**config.mk**
```make
export PLATFORM = sky130hd
export DESIGN_NAME = drive_db_line_parser
export DESIGN_NICKNAME = d
export VERILOG_FILES = /design/src/rtl/core/dbp_pkg.sv /design/src/rtl/core/drive_db_line_parser.sv /design/src/rtl/core/dbp_parser.sv /design/src/rtl/core/dbp_out_reg.sv
export SDC_FILE = /design/constraint.sdc
export NUM_CORES = 1
export LEC_CHECK = 0
export BUFFER_PORTS_ARGS = -buffer_cell sky130_fd_sc_hd__buf_2
export CORE_MARGIN = 3
export CORE_UTILIZATION = 45
export CTS_BUF_LIST = sky130_fd_sc_hd__clkbuf_8
export CTS_CLUSTER_SIZE = 24
export DETAILED_ROUTE_END_ITERATION = 8
export GPL_TIMING_DRIVEN = 0
export HOLD_SLACK_MARGIN = 0.12
export PLACE_DENSITY = 0.63
export SKIP_CTS_REPAIR_TIMING = 1
export SLEW_MARGIN = 20
export SYNTH_ARGS = -nofsm -noshare
export SYNTH_HDL_FRONTEND = slang
export SYNTH_HIERARCHICAL = 1
export SYNTH_SLANG_ARGS = --single-unit
```
**constraint.sdc**
```tcl
create_clock -name clock -period 5.2 [get_ports clock]
set_input_delay 1.04 -clock clock [delete_from_list [all_inputs] [get_ports clock]]
set_output_delay 1.04 -clock clock [all_outputs]
set_load 0.01 [all_outputs]
```
**src/rtl/core/dbp_pkg.sv**
```systemverilog
package dbp_pkg;

   localparam int MAX_LINE = 1024;
   localparam int LEN_W    = $clog2(MAX_LINE + 1);

   localparam logic [7:0] CH_NUL    = 8'd0;
   localparam logic [7:0] CH_TAB    = 8'd9;
   localparam logic [7:0] CH_NL     = 8'd10;
   localparam logic [7:0] CH_SPACE  = 8'd32;
   localparam logic [7:0] CH_QUOTE  = 8'd34;
   localparam logic [7:0] CH_HASH   = 8'd35;
   localparam logic [7:0] CH_ZERO   = 8'd48;
   localparam logic [7:0] CH_NINE   = 8'd57;
   localparam logic [7:0] CH_UPPER_C = 8'd67;
   localparam logic [7:0] CH_UPPER_F = 8'd70;
   localparam logic [7:0] CH_BSLASH = 8'd92;

   typedef enum logic [1:0] {
      KIND_PATTERN = 2'd0,
      KIND_DESC    = 2'd1,
      KIND_REPORT  = 2'd2
   } kind_type;

   typedef enum logic [1:0] {
      ST_ENTRY = 2'd0,
      ST_BLANK = 2'd1,
      ST_ERROR = 2'd2,
      ST_LONG  = 2'd3
   } status_type;

   typedef enum logic [3:0] {
      PH_LEAD        = 4'd0,
      PH_COMMENT     = 4'd1,
      PH_PAT         = 4'd2,
      PH_AFTER_PAT   = 4'd3,
      PH_NUM         = 4'd4,
      PH_BEFORE_UNIT = 4'd5,
      PH_UNIT_SEEN   = 4'd6,
      PH_BEFORE_DESC = 4'd7,
      PH_DESC        = 4'd8,
      PH_TAIL        = 4'd9,
      PH_ERR         = 4'd10,
      PH_LONG        = 4'd11
   } phase_type;

   typedef struct packed {
      logic         unit_is_fahrenheit;
      logic [15:0]  attr_number;
      status_type   line_status;
      logic [7:0]   string_byte;
      kind_type     kind;
   } rsp_item_type;

   // status a line gets if its content ends in this phase
   function automatic status_type end_status(input phase_type ph);
      status_type st;
      case (ph)
         PH_LEAD, PH_COMMENT: st = ST_BLANK;
         PH_TAIL:             st = ST_ENTRY;
         PH_LONG:             st = ST_LONG;
         default:             st = ST_ERROR;
      endcase
      return st;
   endfunction

   function automatic logic is_blank(input logic [7:0] c);
      return (c == CH_SPACE) || (c == CH_TAB);
   endfunction

   function automatic logic is_digit(input logic [7:0] c);
      return (c >= CH_ZERO) && (c <= CH_NINE);
   endfunction

endpackage

```
**src/rtl/core/drive_db_line_parser.sv**
```systemverilog
// Text database line parser. One byte enters per cycle on req_ while the
// output is not stalled: an input register holds each byte taken and feeds
// a combinational parse step whose result lands in an output register, so the
// block sustains one byte per clock while rsp_tready stays high. Quoted
// pattern and description bytes come out raw (escapes kept) with tuser
// telling which string they belong to; every newline yields one report item
// carrying the line status, and for a valid entry its attribute number
// (modulo 65536) and unit. A NUL ends a line's content; a line reaching
// 1024 bytes before its newline is reported as too long. rsp_tvalid is the
// output register's valid flag, set when the parse step of a byte runs and
// yields an item.
module drive_db_line_parser
   import dbp_pkg::*;
(
   input  logic        clock,
   input  logic        reset,
   input  logic        req_tvalid,
   output logic        req_tready,
   input  logic [7:0]  req_tdata,   // [7:0] text_byte
   output logic        rsp_tvalid,
   input  logic        rsp_tready,
   // [7:0] string_byte, [9:8] line_status, [25:10] attr_number,
   // [26] unit_is_fahrenheit, [31:27] zero
   output logic [31:0] rsp_tdata,
   output logic [1:0]  rsp_tuser    // [1:0] kind
);

   logic         in_v_ff, in_v_in;
   logic [7:0]   in_byte_ff;
   logic         proceed;
   logic         out_full;
   logic         res_valid;
   rsp_item_type res;
   rsp_item_type out_item;

   assign proceed    = in_v_ff && (!out_full || rsp_tready);
   assign req_tready = !in_v_ff || proceed;
   assign in_v_in    = (req_tvalid && req_tready) || (in_v_ff && !proceed);

   always_ff @(posedge clock) begin
      if (reset) begin
         in_v_ff <= 1'b0;
      end else begin
         in_v_ff <= in_v_in;
      end
   end

   always_ff @(posedge clock) begin
      if (req_tvalid && req_tready) begin
         in_byte_ff <= req_tdata;
      end
   end

   dbp_parser u_parser (
      .clock     (clock),
      .reset     (reset),
      .step_en   (proceed),
      .text_byte (in_byte_ff),
      .res_valid (res_valid),
      .res       (res)
   );

   dbp_out_reg u_out (
      .clock     (clock),
      .reset     (reset),
      .load      (proceed && res_valid),
      .load_item (res),
      .take      (rsp_tready),
      .full      (out_full),
      .item      (out_item)
   );

   assign rsp_tvalid = out_full;
   assign rsp_tuser  = out_item.kind;
   assign rsp_tdata  = {5'd0, out_item.unit_is_fahrenheit, out_item.attr_number,
                        out_item.line_status, out_item.string_byte};

   a_in_hold: assert property (@(posedge clock) disable iff (reset)
      in_v_ff && !proceed |=> in_v_ff && $stable(in_byte_ff))
      else $error("input register lost or changed a stalled item");

   a_nl_report: assert property (@(posedge clock) disable iff (reset)
      proceed && in_byte_ff == CH_NL |=> rsp_tvalid && rsp_tuser == KIND_REPORT)
      else $error("newline did not produce a report");

   a_str_clean: assert property (@(posedge clock) disable iff (reset)
      rsp_tvalid && rsp_tuser != KIND_REPORT |-> rsp_tdata[31:8] == 24'd0)
      else $error("string item carries report fields");

endmodule

```
**src/rtl/core/dbp_parser.sv**
```systemverilog
module dbp_parser
   import dbp_pkg::*;
(
   input  logic         clock,
   input  logic         reset,
   input  logic         step_en,
   input  logic [7:0]   text_byte,
   output logic         res_valid,
   output rsp_item_type res
);

   phase_type         phase_ff, phase_in;
   logic              esc_ff, esc_in;
   logic [15:0]       acc_ff, acc_in;
   logic              unit_ff, unit_in;
   logic [LEN_W-1:0]  len_ff, len_in;

   logic [LEN_W-1:0]  len_inc;
   logic              is_nl;
   logic              too_long;
   logic              active;
   logic [15:0]       digit;
   status_type        st_now;

   assign len_inc  = len_ff + LEN_W'(1);
   assign is_nl    = (text_byte == CH_NL);
   assign too_long = (len_inc >= LEN_W'(MAX_LINE));
   assign active   = !is_nl && (phase_ff != PH_LONG) && !too_long && (text_byte != CH_NUL);
   assign digit    = {8'd0, text_byte - CH_ZERO};
   assign st_now   = end_status(phase_ff);

   // next state
   always_comb begin
      phase_in = phase_ff;
      esc_in   = esc_ff;
      acc_in   = acc_ff;
      unit_in  = unit_ff;
      len_in   = len_ff;
      if (is_nl) begin
         phase_in = PH_LEAD;
         esc_in   = 1'b0;
         acc_in   = '0;
         unit_in  = 1'b0;
         len_in   = '0;
      end else if (phase_ff != PH_LONG) begin
         len_in = len_inc;
         if (too_long) begin
            phase_in = PH_LONG;
            esc_in   = 1'b0;
         end else if (text_byte == CH_NUL) begin
            // content ends here; the status freezes unless the line grows too long
            esc_in = 1'b0;
            case (st_now)
               ST_ENTRY: phase_in = PH_TAIL;
               ST_BLANK: phase_in = PH_COMMENT;
               default:  phase_in = PH_ERR;
            endcase
         end else begin
            case (phase_ff)
               PH_LEAD: begin
                  if (text_byte == CH_HASH) phase_in = PH_COMMENT;
                  else if (text_byte == CH_QUOTE) phase_in = PH_PAT;
                  else if (!is_blank(text_byte)) phase_in = PH_ERR;
               end
               PH_PAT, PH_DESC: begin
                  if (esc_ff) begin
                     esc_in = 1'b0;
                  end else if (text_byte == CH_QUOTE) begin
                     phase_in = (phase_ff == PH_PAT) ? PH_AFTER_PAT : PH_TAIL;
                  end else if (text_byte == CH_BSLASH) begin
                     esc_in = 1'b1;
                  end
               end
               PH_AFTER_PAT: begin
                  if (is_digit(text_byte)) begin
                     acc_in   = digit;
                     phase_in = PH_NUM;
                  end else if (!is_blank(text_byte)) begin
                     phase_in = PH_ERR;
                  end
               end
               PH_NUM: begin
                  // times ten as two shifts, modulo 2^16
                  if (is_digit(text_byte)) acc_in = (acc_ff << 3) + (acc_ff << 1) + digit;
                  else if (is_blank(text_byte)) phase_in = PH_BEFORE_UNIT;
                  else phase_in = PH_ERR;
               end
               PH_BEFORE_UNIT: begin
                  if (text_byte == CH_UPPER_C || text_byte == CH_UPPER_F) begin
                     unit_in  = (text_byte == CH_UPPER_F);
                     phase_in = PH_UNIT_SEEN;
                  end else if (!is_blank(text_byte)) begin
                     phase_in = PH_ERR;
                  end
               end
               PH_UNIT_SEEN: begin
                  phase_in = is_blank(text_byte) ? PH_BEFORE_DESC : PH_ERR;
               end
               PH_BEFORE_DESC: begin
                  if (text_byte == CH_QUOTE) phase_in = PH_DESC;
                  else if (!is_blank(text_byte)) phase_in = PH_ERR;
               end
               default: begin
               end
            endcase
         end
      end
   end

   // result
   always_comb begin
      res_valid              = 1'b0;
      res.kind               = KIND_PATTERN;
      res.string_byte        = text_byte;
      res.line_status        = ST_ENTRY;
      res.attr_number        = '0;
      res.unit_is_fahrenheit = 1'b0;
      if (is_nl) begin
         res_valid       = 1'b1;
         res.kind        = KIND_REPORT;
         res.string_byte = '0;
         res.line_status = st_now;
         if (st_now == ST_ENTRY) begin
            res.attr_number        = acc_ff;
            res.unit_is_fahrenheit = unit_ff;
         end
      end else if (active && (phase_ff == PH_PAT || phase_ff == PH_DESC)) begin
         res_valid = esc_ff || (text_byte != CH_QUOTE);
         res.kind  = (phase_ff == PH_PAT) ? KIND_PATTERN : KIND_DESC;
      end
   end

   always_ff @(posedge clock) begin
      if (reset) begin
         phase_ff <= PH_LEAD;
         esc_ff   <= 1'b0;
         acc_ff   <= '0;
         unit_ff  <= 1'b0;
         len_ff   <= '0;
      end else if (step_en) begin
         phase_ff <= phase_in;
         esc_ff   <= esc_in;
         acc_ff   <= acc_in;
         unit_ff  <= unit_in;
         len_ff   <= len_in;
      end
   end

endmodule

```
**src/rtl/core/dbp_out_reg.sv**
```systemverilog
module dbp_out_reg
   import dbp_pkg::*;
(
   input  logic         clock,
   input  logic         reset,
   input  logic         load,
   input  rsp_item_type load_item,
   input  logic         take,
   output logic         full,
   output rsp_item_type item
);

   logic         valid_ff, valid_in;
   rsp_item_type item_ff;

   assign valid_in = load || (valid_ff && !take);
   assign full     = valid_ff;
   assign item     = item_ff;

   always_ff @(posedge clock) begin
      if (reset) begin
         valid_ff <= 1'b0;
      end else begin
         valid_ff <= valid_in;
      end
   end

   always_ff @(posedge clock) begin
      if (load) begin
         item_ff <= load_item;
      end
   end

endmodule
```
==> results.yml <==
final_layout:
  areaGrowthSynthToFinish_pct: 13.0
  drive_above_1_share_pct: 18.8
  final_nets: 560
  diodes: 0
global_routing:
  grt_pass1_vias: 3494
  grt_first_pass_wirelength_mm: 17.6
  grt_max_degree: 31
  antenna_found_initial: 0
  grt-ovfl-total: 0
  grt_use_total_pct: 19.4
setup_path:
  required_ns: 5.43
  start_kind: "register"
  critPathMaxStageDelay_ns: 0.81
  cp_common_cell: "ha_1"
  arrival_ns: 3.79
  cp_max_fo: 5
  path_cells: "ha_1 > xnor2_1 > fa_1 > ha_1 > o21a_1 > a2111oi_0 > o21ai_0 > xor2_1 > a32o_1"
  worstSetupPathType: "reg -> reg"
  crit_slowest_cell: "a2111oi_0"
  endpoint_kind: "register"
clock_network:
  cts_buffer_depth: 2
  h-tree-depth: 3
  numCtsBuffers: 9
  root_buffer: "clkbuf_8"
  insertion_delay_ns: 0.34
  cts_tree: "done"
  clkSlewWorstSetupHoldPaths_ns: 0.09
  clock-sinks: 72
route:
  wl_met1_mm: 5.07
  dr.pass1.iters: 5
  drc: 0
  viasPerCell: 5.64
  antenna_left: 0
  num_vias: 3660
  met2_length_mm: 4.72
  dr_wl_met3_um: 576
  routedWlPerCell_um: 16.2
  wirelength_mm: 10.5
  dr.first_iter.drc_count: 198
  highest_layer: "met4"
floorplanning:
  std_cell_rows: 35
  die_h_um: 106
  start_util_pct: 47.4
  core_um2: 9460
  pin_count: 48
  dieArea_um2: 11200
  die_x_um: 106
pwr:
  p_leak_nw: 2.07
  p_per_area_nw_per_um2: 245
  ir_drop_mv: 0.136
timing:
  rsz0062_at_grt: "no"
  fin_crit_sh_pct: 68.6
  finalMaxSlewViolations: 0
  timing.slew.headroom_pct: 30.4
  fmax_mhz: 280
  tightest_slew_ns: 1.04
  fin_setup_tns_ns: 0
  finalHoldViolations: 0
  min_period_ns: 3.57
  skew_ns: 0.0141
  finalSetupViolCount: 0
  timing.hold.ws_ns: 0.483
yosys:
  yosysSeqAreaShare_pct: 40.4
  yosysUniqueCellTypes: 79
  syn_area_per_cell_um2: 9.80
  synth_top_area_share_pct: 24.8
  syn_area_um2: 4490
  synth_edf_count: 37
  synth_area_leader_cell: "edfxtp_1"
  yosysWarnings: 6
  synth_area_leaders: "edfxtp_1 25%, dfxtp_1 16%, ha_1 7.5%"
  yosys_register_bits: 72
  syn_inst: 458
  synth_ff_type: "edfxtp_1"
  async_reset_ff_share_pct: 0
  yosys-top-cells-count: "37 x edfxtp_1, 37 x nor2_1, 36 x nand2_1"
place:
  hpwlAfterDp_mm: 7.74
  portBuffers: 42
  gp_congestion: 0.909
run:
  max-cap-violations: 0
outcome:
  run_status: "finished, final reports clean"
hold_path:
  hold_class: "reg -> reg"
==> cells by family after synthesis <==
kind of cell	synth area share, %
buffers and inverters	5.46
adders and majority gates	10.2
and+or+nand+nor	21.0
other	0.0836
DFF	40.4
AOI/OAI and AO/OA	17.9
muxes	0.669
xor gates and xnor gates	4.29
==> worst paths after layout <==
kind / startpoint / endpoint / slack [ns] / cells past startpoint
max: in_byte_ff[5] / u_parser/acc_ff[12] / 1.63 / 9
max reg2reg: in_byte_ff[5] / u_parser/acc_ff[12] / 1.63 / 9
min reg2reg: u_parser/esc_ff / u_parser/esc_ff / 0.48 / 2
min: u_parser/esc_ff / u_parser/esc_ff / 0.48 / 2
==> power by group <==
group	internal, mW	total, mW	switching (mW)	leakage, nW
clock network	0.232	0.444	0.211	0.106
logic	0.0615	0.175	0.114	1.31
registers	0.614	0.624	0.0102	0.658
total	0.907	1.24	0.335	2.07
==> critical path, delay by kind of cell, from the launching register on <==
kind	cells	cell delay, ns
fa+ha+maj	3	1.10
compound gates	4	1.46
xor+xnor	2	0.45
flops	1	0.45
==> state kept, by name (all words and copies together), names as in the netlist <==
name / count
u_out/item: 29
in_v_ff: 1
u_parser/acc_ff: 16
u_parser/len_ff: 11
in_byte_ff: 8
u_parser/phase_ff: 4
u_parser/unit_ff: 1
u_parser/esc_ff: 1
u_out/full: 1
==> layout make-up <==
| type | instances | area, µm² |
|---|---|---|
| fill | 899 | 4390 |
| timing repair buffer | 42 | 210 |
| buffer | 31 | 181 |
| tap | 129 | 161 |
| sequential | 72 | 1810 |
| multi-input combinational | 342 | 2450 |
| clock inverter | 6 | 58.8 |
| clock buffer | 10 | 138 |
| inverter | 17 | 63.8 |
==> cell usage in the layout (no fill, tap or decap), drive strengths merged, types with 5 or more instances in the layout <==
cell type,Yosys,layout
xor2,6,6
nor4,6,6
buf,17,59
nand3,16,16
nor2,37,37
edfxtp,37,37
conb,1,5
o21ai,12,12
and2,25,25
nand2,36,36
a211o,5,5
xnor2,16,16
inv,17,17
o211ai,5,5
a211oi,7,7
clkinv,0,5
dfxtp,35,35
fa,6,6
nand4,8,8
clkbuf,14,24
ha,27,27
nor3,10,10
and3,6,6
a21oi,32,32
==> routing by layer <==
metal | track usage (%) | up-vias
li1 | - | 1792
met4 | 6.57 | 0
met2 | 30.5 | 116
met3 | 3.00 | 11
met5 | 0 | -
met1 | 27.3 | 1741
==> metrics by stage <==
step           instance area (µm²)  setup slack, ns  util, %  cells  total power [mW]
2_1_floorplan                 4500             2.16        -    462             0.760
3_3_place_gp                  4870             1.74     51.5    633             0.807
3_5_place_dp                  4880             1.71     51.5    633             0.808
4_1_cts                       5070             1.67     53.6    649              1.25
5_1_grt                       5070             1.44     53.6    649              1.30
6_report                      5070             1.63     53.6    649              1.24
(Power assumes the default switching activity.)
